## config.mk

```make
export PLATFORM = sky130hd
export DESIGN_NAME = quoted_command_tokenizer_unit
export DESIGN_NICKNAME = d
export VERILOG_FILES = /design/src/design/qct_pkg.sv /design/src/design/quoted_command_tokenizer_unit.sv
export SDC_FILE = /design/constraint.sdc
export NUM_CORES = 1
export LEC_CHECK = 0
export BUFFER_PORTS_ARGS = -buffer_cell sky130_fd_sc_hd__buf_2
export CAP_MARGIN = 5
export CELL_PAD_IN_SITES_DETAIL_PLACEMENT = 0
export CELL_PAD_IN_SITES_GLOBAL_PLACEMENT = 1
export CORE_MARGIN = 3
export CORE_UTILIZATION = 36
export DETAILED_ROUTE_END_ITERATION = 16
export GPL_TIMING_DRIVEN = 0
export PLACE_DENSITY = 0.66
export SYNTH_ARGS = -nofsm -noshare
export SYNTH_HDL_FRONTEND = slang
export SYNTH_SLANG_ARGS = --single-unit
```

## constraint.sdc

```tcl
create_clock -name clk -period 32.5 [get_ports clk]
set_input_delay 3.25 -clock clk [delete_from_list [all_inputs] [get_ports clk]]
set_output_delay 3.25 -clock clk [all_outputs]
set_load 0.01 [all_outputs]
```

## src/design/qct_pkg.sv

```systemverilog
// Shared types and constants for the quoted command tokenizer.
// Depends on nothing; imported by quoted_command_tokenizer_unit.
package qct_pkg;

  // Sizing constants
  localparam int BUF_BYTES  = 4096;
  localparam int MAX_TOKENS = 64;
  localparam int LINE_BYTES = 4096;

  localparam int CAP_W  = 13;  // argv_capacity register width
  localparam int ARGS_W = 7;   // max_args register / token count width
  localparam int ADDR_W = 12;  // buffer address width
  localparam int POS_W  = 12;  // line position width
  localparam int IDX_W  = 6;   // token index width
  localparam int CFG_W  = 13;  // config write data width

  // Configuration register indexes
  localparam logic CFG_ARGV_CAPACITY = 1'b0;
  localparam logic CFG_MAX_ARGS      = 1'b1;

  // Character codes
  localparam logic [7:0] CH_QUOTE = 8'h22;
  localparam logic [7:0] CH_SPACE = 8'h20;
  localparam logic [7:0] CH_TAB   = 8'h09;
  localparam logic [7:0] CH_LF    = 8'h0A;
  localparam logic [7:0] CH_VT    = 8'h0B;
  localparam logic [7:0] CH_FF    = 8'h0C;
  localparam logic [7:0] CH_CR    = 8'h0D;

  typedef enum logic [1:0] {
    KIND_WRITE     = 2'd0,
    KIND_TOKEN_END = 2'd1,
    KIND_SUMMARY   = 2'd2
  } result_kind_t;

  typedef enum logic [1:0] {
    MODE_GAP    = 2'd0,
    MODE_PLAIN  = 2'd1,
    MODE_QUOTED = 2'd2,
    MODE_HALT   = 2'd3
  } scan_mode_t;

  typedef enum logic [1:0] {
    REST_IDLE  = 2'd0,
    REST_SEEK  = 2'd1,
    REST_FOUND = 2'd2
  } rest_search_t;

  typedef struct packed {
    logic [7:0] in_byte;
    logic       line_end;
  } in_item_t;

  typedef struct packed {
    logic [1:0]        result_kind;
    logic [ADDR_W-1:0] buf_addr;
    logic [7:0]        out_byte;
    logic [IDX_W-1:0]  token_index;
    logic              token_kept;
    logic [ARGS_W-1:0] token_count;
    logic [POS_W-1:0]  rest_offset;
    logic              last;
  } out_item_t;

endpackage

```

## src/design/quoted_command_tokenizer_unit.sv

```systemverilog
// Quoted command tokenizer: scan state, result queue and config registers.
// Depends on qct_pkg.
//
// A byte's first result is registered and visible in the cycle after its transaction.
// Throughput: one byte per cycle while out_ready is high and each byte yields at
//   most one result; a byte that yields more (up to 4) holds off the next byte.
// Reset (rst_n low, synchronous): scan state cleared, queue emptied,
//   argv_capacity = 4096, max_args = 64.
module quoted_command_tokenizer_unit (
  input  logic                         clk,
  input  logic                         rst_n,
  input  logic                         in_valid,
  output logic                         in_ready,
  input  qct_pkg::in_item_t            in_item,
  output logic                         out_valid,
  input  logic                         out_ready,
  output qct_pkg::out_item_t           out_item,
  input  logic                         cfg_we,
  input  logic                         cfg_index,
  input  logic [qct_pkg::CFG_W-1:0]    cfg_wdata
);
  import qct_pkg::*;

  // Config registers
  logic [CAP_W-1:0]  argv_capacity_r;
  logic [ARGS_W-1:0] max_args_r;

  // Scan state
  scan_mode_t        scan_mode_r, scan_mode_nxt;
  logic [ARGS_W-1:0] kept_tokens_r, kept_tokens_nxt;
  logic [CAP_W-1:0]  buffer_used_r, buffer_used_nxt;
  logic [CAP_W-1:0]  cur_len_r, cur_len_nxt;
  logic              overflowed_r, overflowed_nxt;
  logic [POS_W-1:0]  byte_pos_r, byte_pos_nxt;
  rest_search_t      rest_search_r, rest_search_nxt;
  logic [POS_W-1:0]  rest_found_r, rest_found_nxt;

  // Result queue
  out_item_t  queue_r [4];
  logic [2:0] queue_cnt_r;

  // Per-byte results
  out_item_t  res_v [4];
  logic [2:0] res_n_v;
  logic [1:0] last_idx_v;

  logic [CAP_W-1:0]  cap_v;
  logic [ARGS_W-1:0] limit_v;
  logic              sp_v;
  logic              put_b_v;
  logic              fin_v;
  logic [CAP_W:0]    addr1_v, addr2_v;
  logic              ok1_v, ok2_v;
  logic              keep_v;
  logic              accept;
  logic              pop;

  function automatic logic is_white(input logic [7:0] b);
    return (b == CH_SPACE) || (b == CH_TAB) || (b == CH_CR) ||
           (b == CH_LF) || (b == CH_FF) || (b == CH_VT);
  endfunction

  function automatic out_item_t mk_item(input result_kind_t kind,
                                        input logic [ADDR_W-1:0] addr,
                                        input logic [7:0] data,
                                        input logic [IDX_W-1:0] idx,
                                        input logic kept,
                                        input logic [ARGS_W-1:0] count,
                                        input logic [POS_W-1:0] rest);
    out_item_t it;
    it.result_kind = kind;
    it.buf_addr    = addr;
    it.out_byte    = data;
    it.token_index = idx;
    it.token_kept  = kept;
    it.token_count = count;
    it.rest_offset = rest;
    it.last        = 1'b0;
    return it;
  endfunction

  // Handshakes: take a byte when the queue is empty or its last entry leaves now
  assign out_valid = (queue_cnt_r != 3'd0);
  assign out_item  = queue_r[0];
  assign pop       = out_valid && out_ready;
  assign in_ready  = (queue_cnt_r == 3'd0) || ((queue_cnt_r == 3'd1) && out_ready);
  assign accept    = in_valid && in_ready;

  // Effective limits
  assign cap_v   = (argv_capacity_r > CAP_W'(BUF_BYTES)) ? CAP_W'(BUF_BYTES)
                                                          : argv_capacity_r;
  assign limit_v = (max_args_r > ARGS_W'(MAX_TOKENS)) ? ARGS_W'(MAX_TOKENS) : max_args_r;

  // Next state and results for one byte: optional byte write, optional token
  // finish (terminator + token end), optional line summary, in that order.
  always_comb begin
    scan_mode_nxt   = scan_mode_r;
    kept_tokens_nxt = kept_tokens_r;
    buffer_used_nxt = buffer_used_r;
    cur_len_nxt     = cur_len_r;
    overflowed_nxt  = overflowed_r;
    byte_pos_nxt    = byte_pos_r;
    rest_search_nxt = rest_search_r;
    rest_found_nxt  = rest_found_r;
    res_n_v         = 3'd0;
    last_idx_v      = 2'd0;
    put_b_v         = 1'b0;
    fin_v           = 1'b0;
    addr1_v         = '0;
    addr2_v         = '0;
    ok1_v           = 1'b0;
    ok2_v           = 1'b0;
    keep_v          = 1'b0;
    for (int i = 0; i < 4; i++) begin
      res_v[i] = '0;
    end
    sp_v = is_white(in_item.in_byte);

    // First non-space after the first token
    if ((rest_search_r == REST_SEEK) && !sp_v) begin
      rest_found_nxt  = byte_pos_r;
      rest_search_nxt = REST_FOUND;
    end

    // Mode decision
    case (scan_mode_r)
      MODE_GAP: begin
        if (!sp_v) begin
          if (kept_tokens_r >= limit_v) begin
            scan_mode_nxt = MODE_HALT;
          end else begin
            cur_len_nxt    = '0;
            overflowed_nxt = 1'b0;
            if (in_item.in_byte == CH_QUOTE) begin
              scan_mode_nxt = MODE_QUOTED;
            end else begin
              scan_mode_nxt = MODE_PLAIN;
              put_b_v       = 1'b1;
            end
          end
        end
      end
      MODE_PLAIN: begin
        if (sp_v) fin_v = 1'b1;
        else      put_b_v = 1'b1;
      end
      MODE_QUOTED: begin
        if (in_item.in_byte == CH_QUOTE) fin_v = 1'b1;
        else                             put_b_v = 1'b1;
      end
      default: begin
      end
    endcase

    // Line end closes an open token
    if (in_item.line_end && !fin_v &&
        ((scan_mode_nxt == MODE_PLAIN) || (scan_mode_nxt == MODE_QUOTED))) begin
      fin_v = 1'b1;
    end

    // Byte write
    if (put_b_v && !overflowed_nxt) begin
      addr1_v = {1'b0, buffer_used_r} + {1'b0, cur_len_nxt};
      ok1_v   = (addr1_v < {1'b0, cap_v});
      if (ok1_v) begin
        res_v[res_n_v[1:0]] = mk_item(KIND_WRITE, addr1_v[ADDR_W-1:0], in_item.in_byte,
                                      kept_tokens_r[IDX_W-1:0], 1'b0, '0, '0);
        res_n_v     = res_n_v + 3'd1;
        cur_len_nxt = cur_len_nxt + CAP_W'(1);
      end else begin
        overflowed_nxt = 1'b1;
      end
    end

    // Token finish
    if (fin_v) begin
      if (!overflowed_nxt) begin
        addr2_v = {1'b0, buffer_used_r} + {1'b0, cur_len_nxt};
        ok2_v   = (addr2_v < {1'b0, cap_v});
        if (ok2_v) begin
          res_v[res_n_v[1:0]] = mk_item(KIND_WRITE, addr2_v[ADDR_W-1:0], 8'h00,
                                        kept_tokens_r[IDX_W-1:0], 1'b0, '0, '0);
          res_n_v     = res_n_v + 3'd1;
          cur_len_nxt = cur_len_nxt + CAP_W'(1);
        end else begin
          overflowed_nxt = 1'b1;
        end
      end
      keep_v = !overflowed_nxt;
      res_v[res_n_v[1:0]] = mk_item(KIND_TOKEN_END, buffer_used_r[ADDR_W-1:0], 8'h00,
                                    kept_tokens_r[IDX_W-1:0], keep_v, '0, '0);
      res_n_v = res_n_v + 3'd1;
      if (keep_v) begin
        buffer_used_nxt = buffer_used_r + cur_len_nxt;
        kept_tokens_nxt = kept_tokens_r + ARGS_W'(1);
        if (kept_tokens_r == '0) rest_search_nxt = REST_SEEK;
        scan_mode_nxt = MODE_GAP;
      end else begin
        scan_mode_nxt = MODE_HALT;
      end
      cur_len_nxt    = '0;
      overflowed_nxt = 1'b0;
    end

    // Line summary and clear, or advance the position
    if (in_item.line_end) begin
      res_v[res_n_v[1:0]] = mk_item(KIND_SUMMARY, '0, 8'h00, '0, 1'b0, kept_tokens_nxt,
                                    (rest_search_nxt == REST_FOUND) ? rest_found_nxt
                                                                    : POS_W'(0));
      res_n_v         = res_n_v + 3'd1;
      scan_mode_nxt   = MODE_GAP;
      kept_tokens_nxt = '0;
      buffer_used_nxt = '0;
      cur_len_nxt     = '0;
      overflowed_nxt  = 1'b0;
      byte_pos_nxt    = '0;
      rest_search_nxt = REST_IDLE;
      rest_found_nxt  = '0;
    end else if (byte_pos_r < POS_W'(LINE_BYTES - 1)) begin
      byte_pos_nxt = byte_pos_r + POS_W'(1);
    end

    // Mark the final result of this byte
    if (res_n_v != 3'd0) begin
      last_idx_v = res_n_v[1:0] - 2'd1;
      res_v[last_idx_v].last = 1'b1;
    end
  end

  // Config registers
  always_ff @(posedge clk) begin
    if (!rst_n) begin
      argv_capacity_r <= CAP_W'(4096);
      max_args_r      <= ARGS_W'(64);
    end else if (cfg_we) begin
      case (cfg_index)
        CFG_ARGV_CAPACITY: argv_capacity_r <= cfg_wdata[CAP_W-1:0];
        CFG_MAX_ARGS:      max_args_r      <= cfg_wdata[ARGS_W-1:0];
        default: begin
        end
      endcase
    end
  end

  // Scan state registers, updated per accepted transaction
  always_ff @(posedge clk) begin
    if (!rst_n) begin
      scan_mode_r   <= MODE_GAP;
      kept_tokens_r <= '0;
      buffer_used_r <= '0;
      cur_len_r     <= '0;
      overflowed_r  <= 1'b0;
      byte_pos_r    <= '0;
      rest_search_r <= REST_IDLE;
      rest_found_r  <= '0;
    end else if (accept) begin
      scan_mode_r   <= scan_mode_nxt;
      kept_tokens_r <= kept_tokens_nxt;
      buffer_used_r <= buffer_used_nxt;
      cur_len_r     <= cur_len_nxt;
      overflowed_r  <= overflowed_nxt;
      byte_pos_r    <= byte_pos_nxt;
      rest_search_r <= rest_search_nxt;
      rest_found_r  <= rest_found_nxt;
    end
  end

  // Result queue count
  always_ff @(posedge clk) begin
    if (!rst_n) begin
      queue_cnt_r <= 3'd0;
    end else if (accept) begin
      queue_cnt_r <= res_n_v;
    end else if (pop) begin
      queue_cnt_r <= queue_cnt_r - 3'd1;
    end
  end

  // Result queue payload: load on a new byte, shift on each taken result
  always_ff @(posedge clk) begin
    if (accept) begin
      for (int i = 0; i < 4; i++) begin
        queue_r[i] <= res_v[i];
      end
    end else if (pop) begin
      for (int i = 0; i < 3; i++) begin
        queue_r[i] <= queue_r[i+1];
      end
    end
  end

`ifndef NO_ASSERTIONS
  // Queue never holds more than one byte's worth of results
  a_queue_bound: assert property (@(posedge clk) disable iff (!rst_n)
    queue_cnt_r <= 3'd4)
    else $error("result queue count out of range");

  // The last-marked result is always the tail of the queue
  a_last_at_tail: assert property (@(posedge clk) disable iff (!rst_n)
    (out_valid && out_item.last) |-> (queue_cnt_r == 3'd1))
    else $error("last flag not on final queued result");

  // Line end returns the scan state to its start
  a_line_clear: assert property (@(posedge clk) disable iff (!rst_n)
    (accept && in_item.line_end) |=>
      (kept_tokens_r == '0) && (buffer_used_r == '0) && (byte_pos_r == '0))
    else $error("line state not cleared after line end");

  // Kept tokens and buffer use stay within their limits
  a_limits: assert property (@(posedge clk) disable iff (!rst_n)
    (kept_tokens_r <= ARGS_W'(MAX_TOKENS)) && (buffer_used_r <= CAP_W'(BUF_BYTES)))
    else $error("token count or buffer use beyond limit");

  // A summary is always the final result of its byte
  a_summary_last: assert property (@(posedge clk) disable iff (!rst_n)
    (out_valid && (out_item.result_kind == KIND_SUMMARY)) |-> out_item.last)
    else $error("summary not marked last");
`endif

endmodule
```

# After elaboration in Yosys (flattened, before gate mapping)
# Memory sizes are Yosys's and may differ from the RTL's.
# Index checks and enable logic that the tools add are counted.
# op_classes
add_sub_neg,12
n_div,0
bitwise_logic,8
n_lt_le_gt_ge,14
muxes,91
n_eq_ne,15
shifts,0
reduce_logical,34
multipliers,0
# ops
operator,n
2-to-1 mux 196 bit,6
bitwise mux 196 bit,4
demux 49 bit (select 2 bit),4
2-to-1 mux 49 bit,6
2-to-1 mux 13 bit,14
2-to-1 mux 47 bit,2
2-to-1 mux 12 bit,5
equality test 8 x 4 -> 1 bit (second input constant),5
adder 13 x 13 -> 14 bit,2
< comparator 14 x 13 -> 1 bit,2
2-to-1 mux 7 bit,4
adder 13 x 1 -> 13 bit (second input constant),2
2-to-1 mux 1 bit,25
2-to-1 mux 2 bit,12
2-to-1 mux 3 bit,7
equality test 8 x 6 -> 1 bit (second input constant),2
adder 13 bit,1
> comparator 13 bit (second input constant),1
adder 12 x 1 -> 12 bit (second input constant),1
greater-or-equal comparator 3 bit (second input constant),4
< comparator 12 bit (second input constant),1
< comparator 3 x 1 -> 1 bit (second input constant),4
inverter 2 -> 3 bit,4
logical AND 1 bit,11
23 further kinds,45
# word_totals
reg_bits,85
mem_bits_rw,196
in_bits,28
output_inout_bits,51
wordCells,186
rom_bits,0
n_memories,1
latchBits,0
# memory_table
name,words,width,read_ports,rd_ports_with_merged_regs,wr,line_no,rtl
queue_r,4,49,4,0,4,quoted_command_tokenizer_unit.sv:39,out_item_t queue_r [4];

# Depth between registers and ports, before layout
# depth
ltp_word,30
mapped_depth,63
depth_no_buf,59

# Worst setup path after synthesis
# No wires, ideal clock.
# synth_timing
kind,input-to-reg
startpoint,input port in_item[1] in the netlist's numbering
endpoint,register buffer_used_r[12]
setup_time_ns,0.062
setup_slack_ns,18.208
required_ns,32.438
n_path_buf,4
arrival_ns,14.231
stages,60
path_cell_list,nor2_1 > nor4b_2 > a221o_2 > a21o_1 > buf_4 > buf_6 > nand2_1 > inv_1 > ha_1 > fa_1 > a21o_1 > a21oi_1 > o21bai_1 > a21oi_1 > o21bai_1 > a21oi_1 > o21bai_1 > a21oi_1 > [... 24 more ...] > o21ai_0 > o221a_4 > a311oi_4 > nand2_4 > nor2_2 > nand3_1 > or2_2 > xnor2_1 > ha_1 > or2_2 > a21oi_1 > a21oi_1 > a41oi_1 > a21oi_1 > xor2_1 > xnor3_1 > a211o_1 > nand3_1
# synth_between
elab_chain_len,21
word_cells_on_any_way,60
cone_classes,add/sub: 5; order compare: 2; eq/ne: 10; mux: 30; reduce/logical: 13
# synth_lines
item,line_no,rtl
"start, declared",quoted_command_tokenizer_unit.sv:14,"input qct_pkg::in_item_t in_item,"
equality test 8 x 6 -> 1 bit or equality test 8 x 4 -> 1 bit (tied branches),quoted_command_tokenizer_unit.sv:59,return (b == CH_SPACE) || (b == CH_TAB) || (b == CH_CR) ||
logical OR 1 bit (3 in a row),quoted_command_tokenizer_unit.sv:59,
logical OR 1 bit (2 in a row),quoted_command_tokenizer_unit.sv:60,(b == CH_LF) || (b == CH_FF) || (b == CH_VT);
2-to-1 mux 13 bit,quoted_command_tokenizer_unit.sv:128,if (!sp_v) begin
2-to-1 mux 13 bit,quoted_command_tokenizer_unit.sv:126,case (scan_mode_r)
adder 13 x 13 -> 14 bit,quoted_command_tokenizer_unit.sv:163,"addr1_v = {1'b0, buffer_used_r} + {1'b0, cur_len_nxt};"
< comparator 14 x 13 -> 1 bit,quoted_command_tokenizer_unit.sv:164,"ok1_v = (addr1_v < {1'b0, cap_v});"
2-to-1 mux 13 bit,quoted_command_tokenizer_unit.sv:165,if (ok1_v) begin
[... 2 more ...],--,
< comparator 14 x 13 -> 1 bit,quoted_command_tokenizer_unit.sv:179,"ok2_v = (addr2_v < {1'b0, cap_v});"
2-to-1 mux 13 bit,quoted_command_tokenizer_unit.sv:180,if (ok2_v) begin
2-to-1 mux 13 bit,quoted_command_tokenizer_unit.sv:177,if (!overflowed_nxt) begin
2-to-1 mux 13 bit,quoted_command_tokenizer_unit.sv:176,if (fin_v) begin
adder 13 bit,quoted_command_tokenizer_unit.sv:194,buffer_used_nxt = buffer_used_r + cur_len_nxt;
2-to-1 mux 13 bit,quoted_command_tokenizer_unit.sv:193,if (keep_v) begin
2-to-1 mux 13 bit,quoted_command_tokenizer_unit.sv:176,
2-to-1 mux 13 bit,quoted_command_tokenizer_unit.sv:206,if (in_item.line_end) begin
"end signal, assigned",quoted_command_tokenizer_unit.sv:259,buffer_used_r <= buffer_used_nxt;
"end, declared",quoted_command_tokenizer_unit.sv:31,"logic [CAP_W-1:0] buffer_used_r, buffer_used_nxt;"
# Parallel ways exist; a longest one is shown, timed or not. The select of a mux whose other input is x is not followed.
# A chain may end at the register's enable or synchronous reset.

# Final worst setup path
# layout_timing
startpoint,input port in_item[6] in the netlist's numbering
endpoint,register buffer_used_r[12]
# The elaborated chain is that of the path after synthesis.

==> impl_results.md <==
- Critical path class: input pin to flop
- I/O pins: 79
- Avg WL per Cell: roughly 20 um
- Max-slew headroom: between 30% and 40%
- Ys async rst share: 0%
- Layout cell share with drive strength beyond 1: 10.4%
- CTS Buffer Depth: 3
- Final WS setup: ~16000 ps
- Synth cell types: 75
- Core ar.: 38900 sq um
- Synth Instances: approximately 1400
- Crit path top cell by count: a21oi_1
- Ratio of final minimum period to clock period: between 50% and 60%
- Pre-CTS setup slack: 15250 ps
- Routed vias: 11321
- Drt first pass iters: 5
- Post-synth top area share: 36.2%
- Number of DRC markers in iteration 0: 831
- Die Wd: 205 um
- Most used routing layer: met2
- Post-synth net total: roughly 1600
- # rows: 72
- CP max stage delay: 770 ps
- CP max stage cell: a211oi_1
- Leading area contributor after synthesis: edfxtp_1
- Post-CTS sizing: 0
- TritonCTS clock tree: done
- M3 GR Usage: 2.37%
- Clk_lat worst skew: roughly 570 ps
- Initial Util: 36.6%
- Max-slew violation count: 0
- CP arrival: between 15000 and 20000 ps
- VDD IR-drop max: approximately 0.042 mV
- Worst Setup End Kind: flop
- Leak: a little over 6 nW
- Critical path launch point type: input pin
- Clk root buf: clkbuf_16
- Clock slew at reported path FFs: 60 ps
- DRT Wirelength: approximately 42 mm
- Power Density: approximately 74 nW/um^2
- Hold Path Class: flop to flop
- Clock Skew: between 20 and 30 ps
- Clk sinks: 257
- Grt met2 use: 33.4%
- Unrepaired setup endpoints after global routing: false
- Final hold violations: 0
- Routability cong.: 0.894
- Fmax: 59.6 MHz
- Post-detail-place hpwl: around 32 mm
- Outcome: completed
- Vias per inst: around 5.4
- Hold slack: roughly 450 ps
- Synth warn: 0
- IO buf count: 75
- Fin Setup TNS: 0 ps
- Top post-synthesis cells by area: edfxtp_1 36%, dfxtp_1 12%, ha_1 8.1%
- Seq/Total Area, Yosys: about half
- Mapped cell area: about 14000 sq um
- First-pass GRT wire length: 65.0 mm
- Min Clock Period, post-route: 16770 ps
- Overall Global Routing Usage: 19.9%
- Num CTS Buffers: 30
- Remaining global-route overflow: 0
- Vias in the first global route: 11201
- Met1 usage: 27.6%
- Total die area: 42000 sq um
- Commonest non-fill, non-tap cell in the layout: nand2_1
- Hold_buf cts: 0
- CP Max Fanout: 11
- Antenna-violating nets left: 0
- Post-CTS setup buffers: 0
- #FFs+latches synth: 257
- Worst slew pin tran: 957 ps
- Fin nets: 1684
- Primary FF master, synth: edfxtp_1
- Die Y-Extent: 205 um
- Area delta synth->final: 14.3%
- Post-synthesis average cell area: 9.84 sq um
- Antenna violations before repair: 1
- Final setup fails: 0
- Critical Path RT: 33010 ps
- Largest net degree at the start of global routing: 48
- Number of synthesized flops with an enable pin: 172
- Drt drc: 0
- H-tree levels: 1
- Max-Cap Viols: 0
- Most frequent cells in the layout: 200 x nand2_1, 172 x edfxtp_1, 126 x nor2_1
==> through the flow <==
step	area (sq um)	cells	total power (W)	util, %
5_1_grt	16300	2102	0.00128	41.8
6_report	16300	2103	0.00121	41.8
3_5_place_dp	15400	2045	0.000904	39.5
3_3_place_gp	15300	2042	0.000909	39.3
2_1_floorplan	14300	1449	0.000761	-
4_1_cts	16300	2100	0.00122	41.8
==> cell usage after synthesis (4+ instances only) <==
cell,count
a211o_1,6
a211oi_1,10
a21o_1,12
a21oi_1,84
a221o_1,9
a22o_1,35
a22oi_1,40
a41oi_1,7
and2_1,35
and3_1,7
buf_2,8
clkbuf_1,55
dfxtp_1,85
edfxtp_1,172
ha_1,92
inv_1,48
mux2i_1,16
nand2_1,201
nand2b_1,11
nand3_1,39
nand4_1,19
nor2_1,126
nor2b_1,5
nor3_1,27
nor3_2,4
nor4b_1,4
o2111ai_1,4
o211ai_1,8
o21a_1,9
o21ai_0,112
o21bai_1,10
or2_2,6
or3_1,12
xnor2_1,41
xor2_1,24
==> critical path: cells and delay by family <==
| family | cells | cell delay (ps) |
|---|---|---|
| buffers and inverters | 7 | 1280 |
| adders and majority gates | 7 | 2110 |
| AOI/OAI and AO/OA | 31 | 7350 |
| xor gates and xnor gates | 5 | 940 |
| and+or+nand+nor | 11 | 2350 |
==> registers in the layout, summed over array words and instances, names as in the netlist, 3 cells and up <==
signal           count
buffer_used_r       13
argv_capacity_r     13
kept_tokens_r        7
byte_pos_r          12
max_args_r           7
rest_found_r        12
queue_r            172
queue_cnt_r          3
cur_len_r           13
==> final timing paths <==
| check | from | to | slack [ps] | depth (start not counted) |
|---|---|---|---|---|
| max | in_item[6] | buffer_used_r[12]$_SDFFE_PN0P_ | 15730 | 61 |
| min | max_args_r[0]$_SDFFE_PN0P_ | max_args_r[0]$_SDFFE_PN0P_ | 450 | 2 |
| max reg2reg | kept_tokens_r[0]$_SDFFE_PN0P_ | buffer_used_r[12]$_SDFFE_PN0P_ | 17390 | 63 |
| min reg2reg | max_args_r[0]$_SDFFE_PN0P_ | max_args_r[0]$_SDFFE_PN0P_ | 450 | 2 |
==> final cells by class <==
class / instances / area (sq um)
tap: 518 / 648
fill: 3895 / 22600
clock buffer: 42 / 816
sequential: 257 / 6870
clock inverter: 13 / 100
timing repair buffer: 80 / 458
buffer: 69 / 288
inverter: 50 / 188
multi-input combinational: 1073 / 6920
antenna: 1 / 2.50
==> kinds of logic (layout without fill, tap and decap cells) <==
| kind of cell | Yosys count | count (layout) | synth area share [%] |
|---|---|---|---|
| buf+inv | 119 | 254 | 3.33 |
| fa+ha+maj | 95 | 95 | 8.50 |
| other cells | 0 | 1 | 0 |
| mux | 19 | 19 | 1.36 |
| flops | 257 | 257 | 48.2 |
| compound gates | 373 | 373 | 17.3 |
| simple gates | 520 | 520 | 17.2 |
| xor+xnor | 66 | 66 | 4.15 |
==> power by group <==
part           total (W)  switching (W)  leakage, nW  internal, W
registers       0.000530      0.0000300         2.42     0.000500
clock network   0.000315       0.000133        0.443     0.000182
logic           0.000366       0.000259         3.36     0.000107
==> layer usage <==
| metal | routed length [um] | up-vias |
|---|---|---|
| li1 | - | 5517 |
| met1 | 19700 | 5511 |
| met2 | 19600 | 242 |
| met3 | 1910 | 51 |
| met4 | 736 | 0 |
| met5 | 0 | - |
Note: power is estimated with default switching activity, not from simulation.
